<file path="src/rtl/fpid_ram.sv">
`default_nettype none

module fpid_ram #(
    parameter int WIDTH = 16,
    parameter int DEPTH = 49
) (
    input  logic                                     clk,
    input  logic                                     we,
    input  logic [((DEPTH > 1) ? $clog2(DEPTH) : 1)-1:0] waddr,
    input  logic [WIDTH-1:0]                         wdata,
    input  logic                                     re,
    input  logic [((DEPTH > 1) ? $clog2(DEPTH) : 1)-1:0] raddr,
    output logic [WIDTH-1:0]                         rdata
);

    logic [WIDTH-1:0] mem_reg [DEPTH];
    logic [WIDTH-1:0] rdata_reg;

    always_ff @(posedge clk)
    begin
        if (we)
        begin
            mem_reg[waddr] <= wdata;
        end
        if (re)
        begin
            rdata_reg <= mem_reg[raddr];
        end
    end

    assign rdata = rdata_reg;

endmodule

`default_nettype wire
</file>
<file path="config.mk">
export PLATFORM = sky130hd
export DESIGN_NAME = fpid_ram
export DESIGN_NICKNAME = d
export VERILOG_FILES = /design/src/rtl/fpid_ram.sv
export SDC_FILE = /design/constraint.sdc
export NUM_CORES = 1
export LEC_CHECK = 0
export BUFFER_PORTS_ARGS = -buffer_cell sky130_fd_sc_hd__buf_2
export CAP_MARGIN = 20
export CORE_AREA = 2 2 226 228
export CTS_BUF_LIST = sky130_fd_sc_hd__clkbuf_16
export CTS_CLUSTER_SIZE = 40
export DETAILED_ROUTE_END_ITERATION = 10
export DIE_AREA = 0 0 228 230
export PLACE_DENSITY = 0.79
export SLEW_MARGIN = 15
export SYNTH_ARGS = -nofsm -noshare
export SYNTH_HDL_FRONTEND = slang
export SYNTH_SLANG_ARGS = --single-unit
</file>
<file path="constraint.sdc">
create_clock -name clk -period 2.5 [get_ports clk]
set_clock_uncertainty 0.1 [all_clocks]
set_input_delay 0.125 -clock clk [delete_from_list [all_inputs] [get_ports clk]]
set_output_delay 0.125 -clock clk [all_outputs]
set_load 0.05 [all_outputs]
</file>
==> run_results.csv <==
group,metric,value,unit
route,drt_first_pass_iters,6,
synthesis,ys_seq_area_share,78.3,%
clocking,cts_buffer_depth,3,
floorplan,die_width,228,µm
layout,final_cells,2280,
route,ant_nets,0,
floorplan,io_pins,47,
sta,finalMaxSlewViolations,0,
sta,period_minus_slack,2320,ps
synthesis,syn_area,30700,µm²
worst_setup_path,cp_cell_sequence,"mux4_2, mux2i_1, mux2i_1, o21ai_0, o21ai_0",
clocking,cts_made_buffers,74,
route,routedWlPerCell,32.6,µm
floorplan,placementRows,82,
route,drtIter0Drc,2647,
pwr,leakagePower,11.5,nW
clocking,cts_sinks,800,
synthesis,syn_nets,1374,
route,detail_route.vias_per_cell,6.75,
layout,final_area,35100,µm²
sta,fmax,432,MHz
worst_setup_path,r2r_start,"mem_reg[15][1]",
route,drt_wl_total,74300,µm
floorplan,start_util,61.5,%
layout,final_common_cell,"edfxtp_1",
synthesis,yosysWarnings,0,
worst_setup_path,startpoint_type,"flop",
layout,final-seq-area,24000,µm²
layout,fillCellCount,2800,
sta,hold_violations,0,
sta,tightest_slew,1080,ps
job,cap_violations,0,
worst_setup_path,crit_path_end_kind,"flop",
grt,grt_pass1_wl,107000,µm
sta,tns,0,ps
pwr,ir_drop,0.477,mV
floorplan,die_y,230,µm
clocking,clk_pin_slew_worst_paths,60,ps
placed_design,post-place-cells,2142,
worst_setup_path,critPathLaunch,"mem_reg[15][1]",
sta,finalCritPeriodShare,92.7,%
layout,syn2layout_area_growth,14.5,%
grt,grt_max_degree,50,
synthesis,syn_inst,1343,
worst_setup_path,worstPathArrival,2550,ps
worst_setup_path,timing.critical_path.fanout_max,1,
floorplan,core,49900,µm²
placed_design,placed_cell_area,32700,µm²
layout,multi_input_area,6200,µm²
pwr,power_density,786,nW/µm²
clocking,insertion_delay,600,ps
layout,largest_register_ffs,784,
min_path,hold_path_class,"input port to flop",
synthesis,ys_ff_latch,800,
worst_setup_path,required,2730,ps
route,vias,15400,
synthesis,syn_area_per_cell,22.8,µm²
placed_design,port-buffer-count,46,
floorplan,dieArea,52400,µm²
sta,relSlewSlack,27.7,%
worst_setup_path,critPathMaxStageDelay,490,ps
route,drc,0,
layout,final_cell_mix,"edfxtp_1, mux4_2, buf_4",
layout,final_util,70.4,%
grt,antenna_found_initial,9,
sta,setup_viol,0,
placed_design,hpwl,41900,µm
synthesis,yosysUniqueCellTypes,33,
sta,rsz0062_at_grt,"false",
placed_design,gp_congestion,0.984,
run_status,outcome,"finished, final reports clean",
layout,drive_above_1_share,30.9,%
clocking,cts_tree,"built",
min_path,hold_path.startpoint,"waddr[4]",
layout,final_nets,1580,
worst_setup_path,slowest_stage,"mux4_2",
worst_setup_path,worstSetupPathType,"flop to flop",
grt,grt_pass1_vias,15300,
clocking,cts-root-buf,"clkbuf_16",
grt,grt_overflow_total,0,
grt,grt_usage,28.6,%
clocking,cts_max_level,3,
worst paths after layout:
path,end,slack [ps],depth (start not counted)
setup / recovery,rdata[1],180,5
hold reg to reg,rdata[11],440,1
hold / removal,mem_reg[48][9],60,4
setup reg to reg,rdata[1],180,5
cells by family after synthesis:
family | after synthesis | synth area share, %
compound gates | 97 | 2.05
flops | 800 | 78.3
simple gates | 114 | 1.66
mux | 261 | 16.5
buf+inv | 71 | 1.48
report_power, final:
group	total, mW	switching [mW]	internal [mW]
logic	1.58	0.979	0.601
registers	14.9	0.0556	14.9
clock network	11.1	4.66	6.40
total	27.6	5.70	21.9
metal layers:
layer	track usage [%]	wire [µm]
met1	39.2	26000
met2	46.1	36500
met3	6.21	8750
met4	10.9	3060
met5	0	25
repair_timing:
| item | CTS | global route |
|---|---|---|
| gates resized for setup | 0 | 1 |
| setup buffers | 0 | 0 |
| endpoints found under the hold margin | 30 | 0 |
| hold buffers | 3 | 0 |
| endpoints found under the setup margin | 0 | 1 |
critical path: cells and delay by family (launching register included):
| kind | cells | cell delay (ps) |
|---|---|---|
| AO/OA/AOI/OAI | 2 | 410 |
| flip-flops | 1 | 400 |
| multiplexers | 3 | 1130 |
Yosys cell counts:
cell type | number | area [µm²]
o22a_1 | 3 | 26.3
nand3b_1 | 4 | 30.0
buf_6 | 9 | 101
a211oi_1 | 6 | 45.0
nand2_1 | 17 | 63.8
or3b_2 | 2 | 17.5
a2111oi_2 | 2 | 30.0
o41ai_1 | 3 | 26.3
nor2b_1 | 5 | 31.3
mux2i_1 | 61 | 611
clkbuf_1 | 21 | 78.8
nand2b_1 | 5 | 31.3
or2_2 | 1 | 6.26
mux4_2 | 184 | 4140
mux4_1 | 8 | 210
buf_1 | 3 | 11.3
nand4_1 | 6 | 37.5
o21ai_1 | 8 | 40.0
a211o_1 | 3 | 26.3
or3_1 | 2 | 12.5
buf_12 | 2 | 40.0
buf_8 | 1 | 15.0
nor2_1 | 66 | 248
a21oi_1 | 21 | 105
o22ai_1 | 17 | 106
buf_4 | 13 | 97.6
nand3_1 | 4 | 20.0
a22oi_1 | 21 | 158
edfxtp_1 | 800 | 24000
mux2_2 | 8 | 90.1
buf_2 | 22 | 110
o21ai_0 | 13 | 65.1
and2_1 | 2 | 12.5
cell type report:
cell class / instances / area share [%]
Antenna cell: 4 / 0.0285
Clock buffer: 79 / 5.63
Clock inverter: 52 / 1.14
Multi-Input combinational cell: 472 / 17.7
Sequential cell: 800 / 68.4
Tap cell: 672 / 2.39
Timing Repair Buffer: 201 / 4.73
metrics by stage:
step                      hold slack, ps  total power, mW  setup slack, ps
final                               62.5             27.6              183
after global routing                61.8             28.2             50.2
after CTS                           33.9             27.6             93.1
after detailed placement             426             16.7             -273
after global placement               418             16.7             -243
after floorplan                      124             16.0              380
Note: power is estimated with default switching activity, not from simulation.
